[config.mk]
export PLATFORM = sky130hd
export DESIGN_NAME = button_press_hold_repeat_debouncer
export DESIGN_NICKNAME = d
export VERILOG_FILES = /design/src/hdl/bphrd_pkg.sv /design/src/hdl/bphrd_store.sv /design/src/hdl/bphrd_step.sv /design/src/hdl/button_press_hold_repeat_debouncer.sv
export SDC_FILE = /design/constraint.sdc
export NUM_CORES = 1
export LEC_CHECK = 0
export ABC_CLOCK_PERIOD_IN_PS = 9300
export BUFFER_PORTS_ARGS = -buffer_cell sky130_fd_sc_hd__buf_2
export CORE_MARGIN = 2
export CORE_UTILIZATION = 50
export DETAILED_ROUTE_END_ITERATION = 7
export PLACE_DENSITY = 0.65
export SETUP_SLACK_MARGIN = 0.15
export SKIP_LAST_GASP = 1
export SYNTH_ARGS = -nofsm -noshare
export SYNTH_HDL_FRONTEND = slang
export SYNTH_SLANG_ARGS = --single-unit
[constraint.sdc]
create_clock -name clk -period 9.3 [get_ports clk]
set_input_delay 1.86 -clock clk [delete_from_list [all_inputs] [get_ports clk]]
set_output_delay 1.86 -clock clk [all_outputs]
set_load 0.05 [all_outputs]
[src/hdl/bphrd_pkg.sv]
// ----------------------------------------------------------------------------
// bphrd_pkg
// Types, codes and reset values shared by the button debouncer files.
// ----------------------------------------------------------------------------
package bphrd_pkg;

	localparam int BPH_BUTTON_COUNT = 8;

	localparam int ID_W    = 3;
	localparam int STAMP_W = 32;
	localparam int TIME_W  = 16;
	localparam int MASK_W  = 4;
	localparam int CFG_IDX_W = 3;

	// operation codes
	localparam logic OP_SAMPLE       = 1'b0;
	localparam logic OP_SET_INTERVAL = 1'b1;

	// register indexes
	localparam logic [CFG_IDX_W-1:0] REG_PRESS_DEBOUNCE   = 3'd0;
	localparam logic [CFG_IDX_W-1:0] REG_HOLD             = 3'd1;
	localparam logic [CFG_IDX_W-1:0] REG_RELEASE_DEBOUNCE = 3'd2;
	localparam logic [CFG_IDX_W-1:0] REG_EVENT_MASK       = 3'd3;
	localparam logic [CFG_IDX_W-1:0] REG_DEFAULT_INTERVAL = 3'd4;

	// event mask bit positions
	localparam int MASK_PRESS    = 0;
	localparam int MASK_HOLD     = 1;
	localparam int MASK_REPEAT   = 2;
	localparam int MASK_RELEASED = 3;

	// register reset values
	localparam logic [TIME_W-1:0] RST_PRESS_DEBOUNCE   = 16'd50;
	localparam logic [TIME_W-1:0] RST_HOLD             = 16'd1000;
	localparam logic [TIME_W-1:0] RST_RELEASE_DEBOUNCE = 16'd50;
	localparam logic [MASK_W-1:0] RST_EVENT_MASK       = 4'd0;
	localparam logic [TIME_W-1:0] RST_DEFAULT_INTERVAL = 16'd200;

	typedef enum logic [2:0] {
		PH_IDLE     = 3'd0,
		PH_PRESSED  = 3'd1,
		PH_HOLD     = 3'd2,
		PH_REPEAT   = 3'd3,
		PH_RELEASED = 3'd4
	} phase_t;

	typedef enum logic [2:0] {
		EV_NONE        = 3'd0,
		EV_PRESS       = 3'd1,
		EV_HOLD        = 3'd2,
		EV_REPEAT      = 3'd3,
		EV_PRESS_DONE  = 3'd4,
		EV_REPEAT_DONE = 3'd5,
		EV_RELEASED    = 3'd6
	} event_t;

	typedef struct packed {
		logic               operation;
		logic [ID_W-1:0]    button_id;
		logic               level_active;
		logic [STAMP_W-1:0] now_ms;
		logic [TIME_W-1:0]  new_interval;
	} in_item_t;

	typedef struct packed {
		event_t event_kind;
		logic   reported;
		logic   pressed_now;
	} out_item_t;

	typedef struct packed {
		logic [TIME_W-1:0] press_debounce_ms;
		logic [TIME_W-1:0] hold_ms;
		logic [TIME_W-1:0] release_debounce_ms;
		logic [MASK_W-1:0] event_mask;
	} cfg_t;

	// per-button entry of the state memory
	typedef struct packed {
		phase_t             phase;
		logic               latch;
		logic [STAMP_W-1:0] stamp;
	} btn_entry_t;

	localparam btn_entry_t ENTRY_RESET = '{phase: PH_IDLE, latch: 1'b0, stamp: '0};

	typedef struct packed {
		btn_entry_t        entry;
		logic [TIME_W-1:0] interval;
	} btn_view_t;

	typedef struct packed {
		logic              we_entry;
		btn_entry_t        entry;
		logic              we_interval;
		logic [TIME_W-1:0] interval;
	} btn_upd_t;

endpackage

[src/hdl/bphrd_store.sv]
// ----------------------------------------------------------------------------
// bphrd_store
// Per-button state memory and repeat interval memory, read on acceptance
// with forwarding of the write made in the same cycle.
// ----------------------------------------------------------------------------
module bphrd_store
	import bphrd_pkg::*;
#(
	parameter int BUTTON_COUNT = BPH_BUTTON_COUNT
) (
	input  logic              clk,
	input  logic              arst_n,
	input  logic              rd_en,
	input  logic [ID_W-1:0]   rd_id,
	input  logic [ID_W-1:0]   cur_id,
	input  logic              wr_en,
	input  btn_upd_t          upd,
	input  logic              interval_clear,
	input  logic [TIME_W-1:0] default_interval,
	output btn_view_t         view
);

	localparam int IDX_W = (BUTTON_COUNT > 1) ? $clog2(BUTTON_COUNT) : 1;

	btn_entry_t        entry_mem [BUTTON_COUNT];
	logic [TIME_W-1:0] interval_mem [BUTTON_COUNT];

	logic [BUTTON_COUNT-1:0] entry_vld_q;
	logic [BUTTON_COUNT-1:0] interval_vld_q;

	btn_entry_t        rd_entry_s1;
	logic [TIME_W-1:0] rd_interval_s1;

	logic [IDX_W-1:0] rd_idx;
	logic [IDX_W-1:0] cur_idx;
	logic             wr_entry;
	logic             wr_interval;
	logic             fwd;

	// out-of-range ids never write, so a safe index suffices for them
	assign rd_idx  = (int'(rd_id) < BUTTON_COUNT) ? IDX_W'(rd_id) : '0;
	assign cur_idx = (int'(cur_id) < BUTTON_COUNT) ? IDX_W'(cur_id) : '0;

	assign wr_entry    = wr_en && upd.we_entry;
	assign wr_interval = wr_en && upd.we_interval;
	assign fwd         = (rd_idx == cur_idx);

	always_ff @(posedge clk) begin
		if (wr_entry) begin
			entry_mem[cur_idx] <= upd.entry;
		end
		if (rd_en) begin
			if (wr_entry && fwd) begin
				rd_entry_s1 <= upd.entry;
			end else begin
				rd_entry_s1 <= entry_mem[rd_idx];
			end
		end
	end

	always_ff @(posedge clk) begin
		if (wr_interval) begin
			interval_mem[cur_idx] <= upd.interval;
		end
		if (rd_en) begin
			if (wr_interval && fwd) begin
				rd_interval_s1 <= upd.interval;
			end else begin
				rd_interval_s1 <= interval_mem[rd_idx];
			end
		end
	end

	// an entry not yet written reads as its reset value
	always_ff @(posedge clk or negedge arst_n) begin
		if (!arst_n) begin
			entry_vld_q    <= '0;
			interval_vld_q <= '0;
		end else begin
			if (wr_entry) begin
				entry_vld_q[cur_idx] <= 1'b1;
			end
			if (interval_clear) begin
				interval_vld_q <= '0;
			end else if (wr_interval) begin
				interval_vld_q[cur_idx] <= 1'b1;
			end
		end
	end

	assign view.entry    = entry_vld_q[cur_idx] ? rd_entry_s1 : ENTRY_RESET;
	assign view.interval = interval_vld_q[cur_idx] ? rd_interval_s1 : default_interval;

endmodule

[src/hdl/bphrd_step.sv]
// ----------------------------------------------------------------------------
// bphrd_step
// Next phase, stamp, latch and event for one transaction on one button.
// ----------------------------------------------------------------------------
module bphrd_step
	import bphrd_pkg::*;
(
	input  in_item_t  item,
	input  logic      in_range,
	input  btn_view_t view,
	input  cfg_t      cfg,
	output btn_upd_t  upd,
	output out_item_t res
);

	logic [STAMP_W-1:0] elapsed;
	logic               press_done;
	logic               hold_done;
	logic               repeat_due;
	logic               release_done;

	assign elapsed      = item.now_ms - view.entry.stamp;
	assign press_done   = elapsed > STAMP_W'(cfg.press_debounce_ms);
	assign hold_done    = elapsed > STAMP_W'(cfg.hold_ms);
	assign repeat_due   = elapsed > STAMP_W'(view.interval);
	assign release_done = elapsed > STAMP_W'(cfg.release_debounce_ms);

	always_comb begin
		upd.we_entry    = 1'b0;
		upd.entry       = view.entry;
		upd.we_interval = 1'b0;
		upd.interval    = item.new_interval;
		res.event_kind  = EV_NONE;
		res.reported    = 1'b0;
		res.pressed_now = 1'b0;

		if (in_range) begin
			if (item.operation == OP_SET_INTERVAL) begin
				upd.we_interval = 1'b1;
			end else begin
				upd.we_entry = 1'b1;
				if (item.level_active) begin
					case (view.entry.phase)
						PH_IDLE: begin
							upd.entry.phase = PH_PRESSED;
							upd.entry.stamp = item.now_ms;
							upd.entry.latch = 1'b1;
						end
						PH_PRESSED: begin
							if (press_done) begin
								upd.entry.phase = PH_HOLD;
								upd.entry.stamp = item.now_ms;
								res.event_kind  = EV_PRESS;
								res.reported    = cfg.event_mask[MASK_PRESS];
							end
						end
						PH_HOLD: begin
							if (hold_done) begin
								upd.entry.phase = PH_REPEAT;
								upd.entry.stamp = item.now_ms;
								res.event_kind  = EV_HOLD;
								res.reported    = cfg.event_mask[MASK_HOLD];
							end
						end
						PH_REPEAT: begin
							if (repeat_due) begin
								upd.entry.stamp = item.now_ms;
								res.event_kind  = EV_REPEAT;
								res.reported    = cfg.event_mask[MASK_REPEAT];
							end
						end
						default: begin
						end
					endcase
				end else begin
					case (view.entry.phase)
						PH_PRESSED: begin
							upd.entry.phase = PH_RELEASED;
							upd.entry.stamp = item.now_ms;
						end
						PH_HOLD: begin
							upd.entry.phase = PH_RELEASED;
							upd.entry.stamp = item.now_ms;
							res.event_kind  = EV_PRESS_DONE;
						end
						PH_REPEAT: begin
							upd.entry.phase = PH_RELEASED;
							upd.entry.stamp = item.now_ms;
							res.event_kind  = EV_REPEAT_DONE;
						end
						PH_RELEASED: begin
							if (release_done) begin
								upd.entry.phase = PH_IDLE;
								if (view.entry.latch) begin
									upd.entry.latch = 1'b0;
									res.event_kind  = EV_RELEASED;
									res.reported    = cfg.event_mask[MASK_RELEASED];
								end
							end
						end
						default: begin
						end
					endcase
				end
			end
			res.pressed_now = upd.entry.latch;
		end
	end

endmodule

[src/hdl/button_press_hold_repeat_debouncer.sv]
// ----------------------------------------------------------------------------
// button_press_hold_repeat_debouncer
// Debouncer with hold detection and auto-repeat for a bank of buttons.
// ----------------------------------------------------------------------------
// One transaction is accepted every cycle while the receiver takes results.
// On acceptance the request lands in an input register while the addressed
// button's state and repeat interval are read from their memories. Once the
// result register is free, one pass of subtract, compare and phase selection
// fills the result register and writes the state back. While a result waits
// on the receiver, one more transaction can be taken into the input register;
// after that the input stalls until the result is accepted. A write made in
// the same cycle as a read of the same button is forwarded, so consecutive
// transactions on one button see each other's effect. Reset takes effect at
// once through per-button valid bits; there is no clearing pass. Writing the
// default repeat interval returns every button to that interval.
module button_press_hold_repeat_debouncer
	import bphrd_pkg::*;
#(
	parameter int BUTTON_COUNT = BPH_BUTTON_COUNT
) (
	input  logic                 clk,
	input  logic                 arst_n,
	input  logic                 req_valid,
	output logic                 req_ready,
	input  in_item_t             req,
	output logic                 rsp_valid,
	input  logic                 rsp_ready,
	output out_item_t            rsp,
	input  logic                 cfg_we,
	input  logic [CFG_IDX_W-1:0] cfg_index,
	input  logic [TIME_W-1:0]    cfg_data
);

	cfg_t              cfg_q;
	logic [TIME_W-1:0] default_interval_q;

	in_item_t  req_s1;
	logic      vld_s1;
	out_item_t rsp_q;
	logic      rsp_vld_q;

	logic      req_fire;
	logic      s1_fire;
	logic      in_range_s1;
	btn_view_t view;
	btn_upd_t  upd;
	out_item_t res;

	assign s1_fire   = vld_s1 && (!rsp_vld_q || rsp_ready);
	assign req_ready = !vld_s1 || s1_fire;
	assign req_fire  = req_valid && req_ready;

	assign in_range_s1 = int'(req_s1.button_id) < BUTTON_COUNT;

	always_ff @(posedge clk or negedge arst_n) begin
		if (!arst_n) begin
			cfg_q.press_debounce_ms   <= RST_PRESS_DEBOUNCE;
			cfg_q.hold_ms             <= RST_HOLD;
			cfg_q.release_debounce_ms <= RST_RELEASE_DEBOUNCE;
			cfg_q.event_mask          <= RST_EVENT_MASK;
			default_interval_q        <= RST_DEFAULT_INTERVAL;
		end else if (cfg_we) begin
			case (cfg_index)
				REG_PRESS_DEBOUNCE:   cfg_q.press_debounce_ms   <= cfg_data;
				REG_HOLD:             cfg_q.hold_ms             <= cfg_data;
				REG_RELEASE_DEBOUNCE: cfg_q.release_debounce_ms <= cfg_data;
				REG_EVENT_MASK:       cfg_q.event_mask          <= cfg_data[MASK_W-1:0];
				REG_DEFAULT_INTERVAL: default_interval_q        <= cfg_data;
				default: begin
				end
			endcase
		end
	end

	always_ff @(posedge clk or negedge arst_n) begin
		if (!arst_n) begin
			vld_s1    <= 1'b0;
			rsp_vld_q <= 1'b0;
		end else begin
			if (req_ready) begin
				vld_s1 <= req_valid;
			end
			if (s1_fire) begin
				rsp_vld_q <= 1'b1;
			end else if (rsp_ready) begin
				rsp_vld_q <= 1'b0;
			end
		end
	end

	always_ff @(posedge clk) begin
		if (req_fire) begin
			req_s1 <= req;
		end
		if (s1_fire) begin
			rsp_q <= res;
		end
	end

	bphrd_store #(
		.BUTTON_COUNT(BUTTON_COUNT)
	) u_store (
		.clk             (clk),
		.arst_n          (arst_n),
		.rd_en           (req_fire),
		.rd_id           (req.button_id),
		.cur_id          (req_s1.button_id),
		.wr_en           (s1_fire),
		.upd             (upd),
		.interval_clear  (cfg_we && (cfg_index == REG_DEFAULT_INTERVAL)),
		.default_interval(default_interval_q),
		.view            (view)
	);

	bphrd_step u_step (
		.item    (req_s1),
		.in_range(in_range_s1),
		.view    (view),
		.cfg     (cfg_q),
		.upd     (upd),
		.res     (res)
	);

	assign rsp_valid = rsp_vld_q;
	assign rsp       = rsp_q;

endmodule

# --- Word level (Yosys, flattened, before mapping) ---
# Memory sizes are Yosys's and may differ from the RTL's. A register that Yosys moved wholly into a read port is not among the register bits.
# Cells that the tools add are included.
word_totals:
  register_bits: 144
  latchBits: 0
  ram_bits: 416
  mem_bits_ro: 0
  input_bits: 77
  out_inout_bits: 7
  elab_cells: 96
  memories: 2
memory_table:
  columns: ["name", "words", "word_bits", "rd", "rd_clocked_by_memory_dff", "write_ports", "line", "rtl"]
  rows:
  - ["u_store.entry_mem", 8, 36, 1, 1, 1, "bphrd_store.sv:25", "btn_entry_t entry_mem [BUTTON_COUNT];"]
  - ["u_store.interval_mem", 8, 16, 1, 1, 1, "bphrd_store.sv:26", "logic [TIME_W-1:0] interval_mem [BUTTON_COUNT];"]
classes:
  add_sub_neg: 1
  n_mul: 0
  div_mod_pow: 0
  n_lt_le_gt_ge: 6
  n_eq_ne: 8
  n_shift: 0
  muxes: 40
  bitwise_logic: 2
  n_reduce_logical: 20
op_table:
  columns: ["operator", "count"]
  rows:
  - ["greater-than comparator 32 x 16 -> 1 bit", 4]
  - ["2-to-1 mux 32 bit", 4]
  - ["case mux 32 bit (4 select lines)", 1]
  - ["2-to-1 mux 36 bit", 2]
  - ["2-to-1 mux 37 bit", 1]
  - ["subtractor 32 bit", 1]
  - ["case mux 3 bit (3 select lines)", 2]
  - ["2-to-1 mux 16 bit", 1]
  - ["2-to-1 mux 4 bit", 4]
  - ["2-to-1 mux 8 bit", 2]
  - ["bitwise OR 8 bit", 2]
  - ["2-to-1 mux 1 bit", 13]
  - ["equality test 3 x 2 -> 1 bit (second input constant)", 4]
  - ["2-to-1 mux 3 bit", 4]
  - ["case mux 4 bit (3 select lines)", 1]
  - ["AND reduction 2 bit", 5]
  - ["binary-select mux 1 bit (select 3 bit)", 2]
  - ["equality test 3 x 1 -> 1 bit (second input constant)", 2]
  - ["equality test 3 bit (second input constant)", 2]
  - ["logical AND 1 bit", 6]
  - ["logical NOT 3 bit", 2]
  - ["case mux 3 bit (2 select lines)", 1]
  - ["less-than comparator 3 x 4 -> 1 bit (second input constant)", 1]
  - ["nonzero test 2 bit", 2]
  - ["6 further kinds", 8]

# --- Longest topological paths before layout ---
# Gate-level depths: netlist (run 1).
depth:
  word_depth: 12
  mapped_depth: 29
  mapped_depth_nobuf: 24

# --- By module ---
# Synthesis (run 1) repeated with hierarchy kept, for this count alone.
unflattened:
  hier_cells: 1999
  area_unflattened_um2: 28907.7
modules_own_cells:
  columns: ["mod", "n_inst", "cells_per_inst", "area_per_inst_um2", "seq_area_each_um2"]
  rows:
  - ["bphrd_store", 1, 921, 18915.6, 14453.9]
  - ["bphrd_step", 1, 863, 5515.3, 0.0]
  - ["button_press_hold_repeat_debouncer", 1, 215, 4476.8, 3512.1]

# --- Least setup slack after synthesis (run 1) ---
# Ideal clock, no wire load.
synth_timing:
  path_type: "reg-to-reg"
  start: "register req_s1[50] (netlist name)"
  end: "register u_store.rd_entry_s1[12] (netlist name)"
  setup_ns: 0.254
  arrival_time_ns: 5.997
  required_time_ns: 9.046
  setup_slack_ns: 3.049
  stages_incl_launch_ff: 29
  path_buffers: 5
  synth_period_minus_slack_ns: 6.251
  cell_sequence: "edfxtp_1 buf_2 clkbuf_1 o32ai_1 nor2_1 o211ai_1 clkbuf_1 clkbuf_1 nand2_1 ha_1 o211ai_1 a21o_1 a21o_1 a211o_1 and2_1 xnor2_1 ha_1 a31oi_1 a31o_2 o21ai_0 o211ai_1 a311o_1 a21oi_1 nor3_1 o41a_1 a21o_4 buf_8 mux2i_2 a21o_1"

==> impl_metrics.env, run 1 <==
export IMPL_overall_die_area_mm2=0.0581
export IMPL_hold_path_class="reg -> reg"
export IMPL_max_cap_viol_count=0
export IMPL_first_pass_grt_wire_length_mm=103
export IMPL_fin_tns_setup_ps=0
export IMPL_clockRootBuffer="clkbuf_16"
export IMPL_count_of_cell_types_in_the_netlist=89
export IMPL_pin_count_of_the_biggest_net_entering_global_routing=87
export IMPL_antenna_violations_before_repair=0
export IMPL_cts_clk_slew_worst_paths_ps=60
export IMPL_crit_slowest_cell="a211oi_1"
export IMPL_count_of_state_elements_after_synthesis=612
export IMPL_end_kind="register"
export IMPL_top_achievable_clock_speed_ghz=0.134
export IMPL_dp_hpwl_mm=42.6
export IMPL_dr_total_vias=16900
export IMPL_post_route_drc_count=0
export IMPL_critical_path_top_delay_family="compound AO/OA/AOI/OAI gates"
export IMPL_cts_path_max_buffers=3
export IMPL_routed_via_density=6.04
export IMPL_syn_area_per_cell_um2=14.8
export IMPL_crit_top_cell="nand2_1"
export IMPL_final_hold_viol_count=0
export IMPL_die_h_um=241
export IMPL_holdBufCountCts=0
export IMPL_postCtsResizedCells=0
export IMPL_area_growth_pct=12.3
export IMPL_initial_utilization=0.508
export IMPL_synth_mux_area_frac=0.129
export IMPL_finish_instance_area_mm2=0.0316
export IMPL_number_of_buffers_and_inverters_on_the_critical_path=1
export IMPL_synth_simple_gate_area_frac=0.0738
export IMPL_dpl_cell_area_mm2=0.0294
export IMPL_port_buffers=83
export IMPL_cts_setup_buffers=0
export IMPL_synth_compound_area_share=0.0850
export IMPL_tightest_slew_ps=1220
export IMPL_setup_repair_after_global_routing_missed_its_margin="no"
export IMPL_num_fill_cells=4338
export IMPL_synth_most_common_cell="edfxtp_1"
export IMPL_final_net_count=2162
export IMPL_xor_xnor_share_of_the_synthesized_area=0.00922
export IMPL_crit_type="reg -> reg"
export IMPL_drt_antenna_violating_nets=0
export IMPL_tritoncts="built"
export IMPL_gpl_final_weighted_congestion=0.891
export IMPL_diodes=0
export IMPL_layout_cells_non_filler=2792
export IMPL_slew_headroom=0.183
export IMPL_pin_count=84
export IMPL_power_density_mw_per_mm2=229
export IMPL_placed_cells_incl_taps=2675
export IMPL_setup_violations=0
export IMPL_synthesis_area_mm2=0.0281
export IMPL_netlist_top_cells_area="edfxtp_1 (56%), mux4_2 (8.3%), dfrtp_1 (6.3%), ha_1 (4.0%), mux2i_1 (2.2%)"
export IMPL_synthesis_yosys_warnings=0
export IMPL_synthesis_instances=1901
export IMPL_synthDominantAreaCellType="edfxtp_1"
export IMPL_synthDominantCellAreaShare=0.562
export IMPL_crit_arrival_ps=7790
export IMPL_cts_htree_levels=3
export IMPL_result_of_the_run="complete, no violations"
export IMPL_synth_net_count=2068
export IMPL_finalMaxSlewViolations=0
export IMPL_worst_path_largest_cell_delay_ps=560
export IMPL_design_core_area_mm2=0.0553
export IMPL_synth_yosys_seq_area_share=0.639
export IMPL_timing_final_crit_share=0.802
export IMPL_power_leakage_nw=11.4
export IMPL_first_global_vias=16900
export IMPL_drtIter0Drc=1653
export IMPL_grt_ovfl_total=0
export IMPL_synth_main_ff_cell="edfxtp_1"
export IMPL_firstDrtPassIters=5
export IMPL_synthAdderAreaFrac=0.0403
export IMPL_synth_edff_count=526
export IMPL_asr_flop_ratio_synth=0.141
export IMPL_finalClockSkew_ps=22.1
export IMPL_clkLatencyLatePin_ps=630
export IMPL_fp_dieW_um=241
export IMPL_clock_sinks=612
export IMPL_finalPower_mw=7.21
export IMPL_drt_wl_total_mm=67.4
export IMPL_final_layout_size_suffix_gt1_frac=0.208
export IMPL_synth_top_family_by_area="multiplexers"
export IMPL_clock_period_minus_final_worst_setup_slack_ps=7450
export IMPL_cp_required_ps=9630
export IMPL_ir_drop_mv=0.144
export IMPL_timing_critical_path_cells="nand2b_1 -> o32ai_1 -> nor2_1 -> o211ai_1 -> buf_4 -> nand2_1 -> ha_1 -> a21o_1 -> a31oi_1 -> nor3_1 -> a211oi_1 -> xnor2_1 -> ha_1 -> nand2_1 -> o21bai_1 -> a21oi_1 -> o21a_1 -> a311o_1 -> a21oi_1 -> nor3_1 -> o41a_1 -> a32oi_1 -> nand2_1 -> a21o_1"
export IMPL_wl_per_cell_um=24.1
export IMPL_placementRows=86
export IMPL_yosys_top_cells_count="edfxtp_1 (526), nand2_1 (150), nor2_1 (109)"
export IMPL_grt_use_total=0.238
export IMPL_numCtsBuffers=66
export IMPL_worstPathMaxFanout=35
export IMPL_crit_path_start_kind="register"
## stage by stage
step | setup WS, ps | utilization | hold slack (ps)
5_1_grt | 1480 | 0.571 | 474
6_report | 1850 | 0.571 | 473
3_5_place_dp | 2100 | 0.532 | 458
2_1_floorplan | 3050 | - | 428
4_1_cts | 2060 | 0.571 | 472
3_3_place_gp | 2270 | 0.532 | 463
## layout make-up
type | count | area, um2 | area share
timing repair buffer | 114 | 662 | 0.0210
multi-input combinational | 1125 | 9580 | 0.304
tap | 748 | 936 | 0.0297
sequential | 612 | 18000 | 0.569
clock inverter | 37 | 408 | 0.0129
clock buffer | 80 | 1720 | 0.0546
inverter | 76 | 285 | 0.00904
## final timing paths
kind,cells past startpoint,endpoint,slack (ps),start
max,24,u_store.entry_mem[6][3]$_DFFE_PP_,1850,req_s1[49]$_DFFE_PP_
min,1,u_store.entry_vld_q[1]$_DFFE_PN0P_,470,u_store.entry_vld_q[1]$_DFFE_PN0P_
max reg2reg,24,u_store.entry_mem[6][3]$_DFFE_PP_,1850,req_s1[49]$_DFFE_PP_
min reg2reg,1,u_store.entry_vld_q[1]$_DFFE_PN0P_,470,u_store.entry_vld_q[1]$_DFFE_PN0P_
max in group asynchronous,1,u_store.entry_vld_q[6]$_DFFE_PN0P_,7160,arst_n
min in group asynchronous,1,cfg_q[24]$_DFFE_PN0P_,1450,arst_n
## layout by cell type (no fill, tap or decap), types with 16 or more instances in the layout
| master | netlist | layout |
|---|---|---|
| nand2_1 | 150 | 150 |
| o21ai_0 | 94 | 94 |
| clkbuf_16 | 0 | 66 |
| a21o_1 | 37 | 37 |
| clkinv_1 | 0 | 16 |
| dfrtp_1 | 71 | 71 |
| a211oi_1 | 18 | 18 |
| mux4_2 | 104 | 104 |
| buf_4 | 2 | 34 |
| o211ai_1 | 21 | 21 |
| nor3_1 | 25 | 22 |
| mux2i_1 | 63 | 63 |
| nand2b_1 | 21 | 21 |
| inv_1 | 76 | 76 |
| ha_1 | 89 | 89 |
| nand4_1 | 24 | 24 |
| a21oi_1 | 52 | 52 |
| xnor2_1 | 21 | 21 |
| buf_2 | 5 | 79 |
| nor2_1 | 109 | 101 |
| mux2_2 | 37 | 37 |
| nand3_1 | 26 | 26 |
| a31oi_1 | 19 | 19 |
| edfxtp_1 | 526 | 526 |
## metal layers
metal / global-route usage / vias to the layer above / routed length, um / part of all wire
li1: - / 7586 / - / -
met1: 0.345 / 8566 / 29700 / 0.44
met2: 0.376 / 589 / 31700 / 0.47
met3: 0.0352 / 123 / 4160 / 0.062
met4: 0.0737 / 0 / 1780 / 0.026
met5: 0 / - / 0 / 0
## cells by family (layout without fill, tap and decap cells)
group           count (synthesis)  count (layout)
flops                         612             612
simple gates                  437             437
xor+xnor                       28              28
mux                           220             220
fa+ha+maj                      90              90
buf+inv                       164             307
compound gates                350             350
## power breakdown
group,switching (mW),total [mW],internal (mW),leakage [nW]
registers,0.0818,3.29,3.21,5.85
clock network,1.11,2.57,1.46,1.02
logic,0.838,1.35,0.517,4.49
total,2.03,7.21,5.18,11.4
## sequential cells by signal, summed over array words and instances, names as in the netlist
signal	flops
u_store.interval_vld_q	8
u_store.entry_vld_q	8
u_store.rd_interval_s1	16
u_store.rd_entry_s1	36
u_store.entry_mem	288
vld_s1	1
rsp_valid	1
rsp	5
default_interval_q	16
u_store.interval_mem	128
req_s1	53
cfg_q	52
## worst register-to-register path: cells and delay by family, from the launching register on
| family | cells | cell delay, ps |
|---|---|---|
| xor+xnor | 1 | 380 |
| compound gates | 13 | 3740 |
| fa+ha+maj | 2 | 720 |
| flops | 1 | 510 |
| buf+inv | 1 | 440 |
| simple gates | 7 | 1400 |
Note: power is estimated with default switching activity, not from simulation.
==> run 2: changes to the inputs <==
--- a/config.mk
+++ b/config.mk
@@ -5,12 +5,13 @@
 export SDC_FILE = /design/constraint.sdc
 export NUM_CORES = 1
 export LEC_CHECK = 0
-export ABC_CLOCK_PERIOD_IN_PS = 9300
+export ABC_AREA = 1
+export ABC_CLOCK_PERIOD_IN_PS = 6600
 export BUFFER_PORTS_ARGS = -buffer_cell sky130_fd_sc_hd__buf_2
 export CORE_MARGIN = 2
 export CORE_UTILIZATION = 50
 export DETAILED_ROUTE_END_ITERATION = 7
-export PLACE_DENSITY = 0.65
+export PLACE_DENSITY = 0.68
 export SETUP_SLACK_MARGIN = 0.15
 export SKIP_LAST_GASP = 1
 export SYNTH_ARGS = -nofsm -noshare
==> constraint.sdc (replaced) <==
create_clock -name clk -period 6.6 [get_ports clk]
set_input_delay 1.32 -clock clk [delete_from_list [all_inputs] [get_ports clk]]
set_output_delay 1.32 -clock clk [all_outputs]
set_load 0.05 [all_outputs]
==> run 2 against run 1 <==
Compared with the run above:
- non-clock buffer count is 26 higher
- core utilization down 0.76 points
- setup slack worse by 1200 ps
- first-iteration DRC count up 73%
- wire length rose by 25%
- power increased by 48%
- register-to-register slack got worse by 1200 ps
- clock power up 48%
- count of clock-buffer cells in the layout down 3
- critical path type unchanged
- largest cell class unchanged
==> impl_metrics.env, run 2 <==
export IMPL_drt_wl_total_mm=84.5
export IMPL_port_buffers=83
export IMPL_synth_main_ff_cell="edfxtp_1"
export IMPL_syn_area_per_cell_um2=9.43
export IMPL_slew_headroom=0.192
export IMPL_dp_hpwl_mm=52.7
export IMPL_clockRootBuffer="clkbuf_16"
export IMPL_result_of_the_run="complete, no violations"
export IMPL_synthesis_instances=3221
export IMPL_pin_count=84
export IMPL_crit_reg2reg_launch="req_s1[50]$_DFFE_PP_"
export IMPL_timing_reg2reg_worst_path_depth=28
export IMPL_top_achievable_clock_speed_ghz=0.169
export IMPL_clock_period_minus_final_worst_setup_slack_ps=5920
export IMPL_tightest_slew_ps=1210
export IMPL_placementRows=90
export IMPL_dr_total_vias=23600
export IMPL_count_of_cell_types_in_the_netlist=49
export IMPL_ff2ff_setup_slack_ps=680
export IMPL_crit_path_start_kind="register"
export IMPL_reg2reg_to="u_store.rd_entry_s1[6]$_DFFE_PP_"
export IMPL_grt_ovfl_total=0
export IMPL_antenna_violations_before_repair=0
export IMPL_setup_worst_path_end="u_store.rd_entry_s1[6]$_DFFE_PP_"
export IMPL_first_pass_grt_wire_length_mm=129
export IMPL_crit_arrival_ps=6280
export IMPL_timing_final_crit_share=0.897
export IMPL_synth_net_count=3388
export IMPL_final_hold_viol_count=0
export IMPL_end_kind="register"
export IMPL_final_net_count=3445
export IMPL_synthDominantAreaCellType="edfxtp_1"
export IMPL_placed_cells_incl_taps=3987
export IMPL_power_leakage_nw=14.2
export IMPL_setup_repair_after_global_routing_missed_its_margin="no"
export IMPL_count_of_state_elements_after_synthesis=612
export IMPL_grt_use_total=0.268
export IMPL_timing_critical_path_from="req_s1[50]$_DFFE_PP_"
export IMPL_worst_setup_slack_after_placement_ps=377
export IMPL_crit_type="reg -> reg"
export IMPL_cts_path_max_buffers=3
export IMPL_gpl_final_weighted_congestion=0.931
export IMPL_numCtsBuffers=67
export IMPL_largest_register_ff_count=288
export IMPL_clock_sinks=612
export IMPL_initial_utilization=0.504
export IMPL_synth_most_common_cell="nand2_1"
export IMPL_hold_path_class="reg -> reg"
export IMPL_routed_via_density=5.73
export IMPL_final_layout_size_suffix_gt1_frac=0.0976
export IMPL_yosys_top_cells_count="nand2_1 (729), edfxtp_1 (526), nor2_1 (400)"
export IMPL_crit_slowest_cell="edfxtp_1"
export IMPL_fin_tns_setup_ps=0
export IMPL_setup_violations=0
export IMPL_firstDrtPassIters=6
export IMPL_asr_flop_ratio_synth=0.141
export IMPL_synth_edff_count=526
export IMPL_hold_path_startpoint="u_store.entry_vld_q[0]$_DFFE_PN0P_"
export IMPL_setup_ws_ps=681
export IMPL_largest_register="u_store.entry_mem"
export IMPL_wl_per_cell_um=20.5
export IMPL_design_core_area_mm2=0.0602
export IMPL_dpl_cell_area_mm2=0.0316
export IMPL_crit_top_cell="nand2_1"
export IMPL_first_global_vias=22300
export IMPL_cp_required_ps=6960
export IMPL_die_h_um=250
export IMPL_drtIter0Drc=2863
export IMPL_pin_count_of_the_biggest_net_entering_global_routing=125
export IMPL_worst_path_largest_cell_delay_ps=540
export IMPL_post_route_drc_count=0
export IMPL_ir_drop_mv=0.160
export IMPL_leading_cell_type_in_the_layout_fill_and_taps_excluded="nand2_1"
export IMPL_netlist_top_cells_area="edfxtp_1 (52%), nand2_1 (9.0%), o21ai_0 (6.4%), dfrtp_1 (5.8%), nor2_1 (4.9%)"
export IMPL_layout_cells_non_filler=4113
export IMPL_synthesis_area_mm2=0.0304
export IMPL_top_regs="u_store.entry_mem: 288 flops, u_store.interval_mem: 128 flops, req_s1: 53 flops"
export IMPL_power_density_mw_per_mm2=314
export IMPL_finalClockSkew_ps=26.3
export IMPL_finish_instance_area_mm2=0.0339
export IMPL_finalMaxSlewViolations=0
export IMPL_synthDominantCellAreaShare=0.520
export IMPL_max_cap_viol_count=0
export IMPL_overall_die_area_mm2=0.0627
export IMPL_synth_yosys_seq_area_share=0.591
export IMPL_cts_htree_levels=3
export IMPL_layout_common_cells="nand2_1 (729), edfxtp_1 (526), o21ai_0 (391)"
export IMPL_clkLatencyLatePin_ps=620
export IMPL_drt_antenna_violating_nets=0
export IMPL_tritoncts="built"
export IMPL_worstPathMaxFanout=19
export IMPL_fp_dieW_um=250
export IMPL_synthesis_yosys_warnings=0
export IMPL_cts_clk_slew_worst_paths_ps=60
export IMPL_area_growth_pct=11.7
## run 2: cell count changes in the layout (fill, tap and decap cells not counted), moves of 41 or more
cell,change
inv_1,+268
nor2_1,+289
mux2i_1,-50
o221ai_1,+47
nand3_1,+156
o21ai_0,+297
nand2_1,+579
o22ai_1,+41
mux4_2,-104
## run 2: how the worst min path moves through the flow
| stage | end | slack [ps] | depth (start not counted) |
|---|---|---|---|
| after floorplan | u_store.entry_vld_q[2]$_DFFE_PN0P_ | 420 | 2 |
| after global placement | u_store.entry_vld_q[4]$_DFFE_PN0P_ | 440 | 2 |
| after detailed placement | u_store.entry_vld_q[5]$_DFFE_PN0P_ | 450 | 1 |
| after CTS | u_store.entry_vld_q[2]$_DFFE_PN0P_ | 470 | 2 |
| after global routing | u_store.entry_vld_q[3]$_DFFE_PN0P_ | 500 | 1 |
| final | u_store.entry_vld_q[0]$_DFFE_PN0P_ | 470 | 2 |
## run 2: final cells by class
class,instances,area [um2]
inverter,355,1340
sequential,612,18000
clock inverter,44,505
tap,782,978
clock buffer,77,1750
antenna,1,2.50
multi-input combinational,2102,10500
timing repair buffer,140,852
fill,5108,26300
## run 2: logic make-up after synthesis
group | after synthesis | share of synthesized area
AND/OR/NAND/NOR | 1391 | 0.188
XOR/XNOR | 14 | 0.00404
buffers and inverters | 507 | 0.0656
AO/OA/AOI/OAI | 593 | 0.109
flip-flops | 612 | 0.591
multiplexers | 14 | 0.00465
adder cells (fa/ha/maj) | 90 | 0.0373
## run 2: power breakdown
group / switching (mW) / internal (mW) / leakage, nW
logic: 1.50 / 0.690 / 7.19
registers: 0.133 / 4.53 / 5.88
clock network: 1.56 / 2.25 / 1.11
## run 2: stage by stage
step	utilization	power, mW	hold WS, ps
detailed placement	0.524	6.88	455
CTS	0.562	10.7	471
finish	0.563	10.7	466
floorplan	-	6.17	424
global placement	0.524	6.82	441
global route	0.563	11.1	499
## run 2: layer usage
layer  routed length (um)  track usage  vias up
met5                    0            0        -
met4                 1830       0.0830        0
met3                 8220       0.0422      134
met2                38400        0.422     1152
met1                36000        0.385    11300
li1                     -            -    11000
## run 2: critical path: cells and delay by family, from the launching register on
family,cells,cell delay [ps]
compound gates,2,400
xor+xnor,1,290
fa+ha+maj,2,740
buf+inv,2,490
flops,1,540
simple gates,21,3170
## run 2: repair_timing
item / 4_1_cts / 5_1_grt
gates resized for setup: 0 / 6
buffers inserted: 0 / 4
hold buffers: 0 / 0
endpoints found under the setup margin: 0 / 229
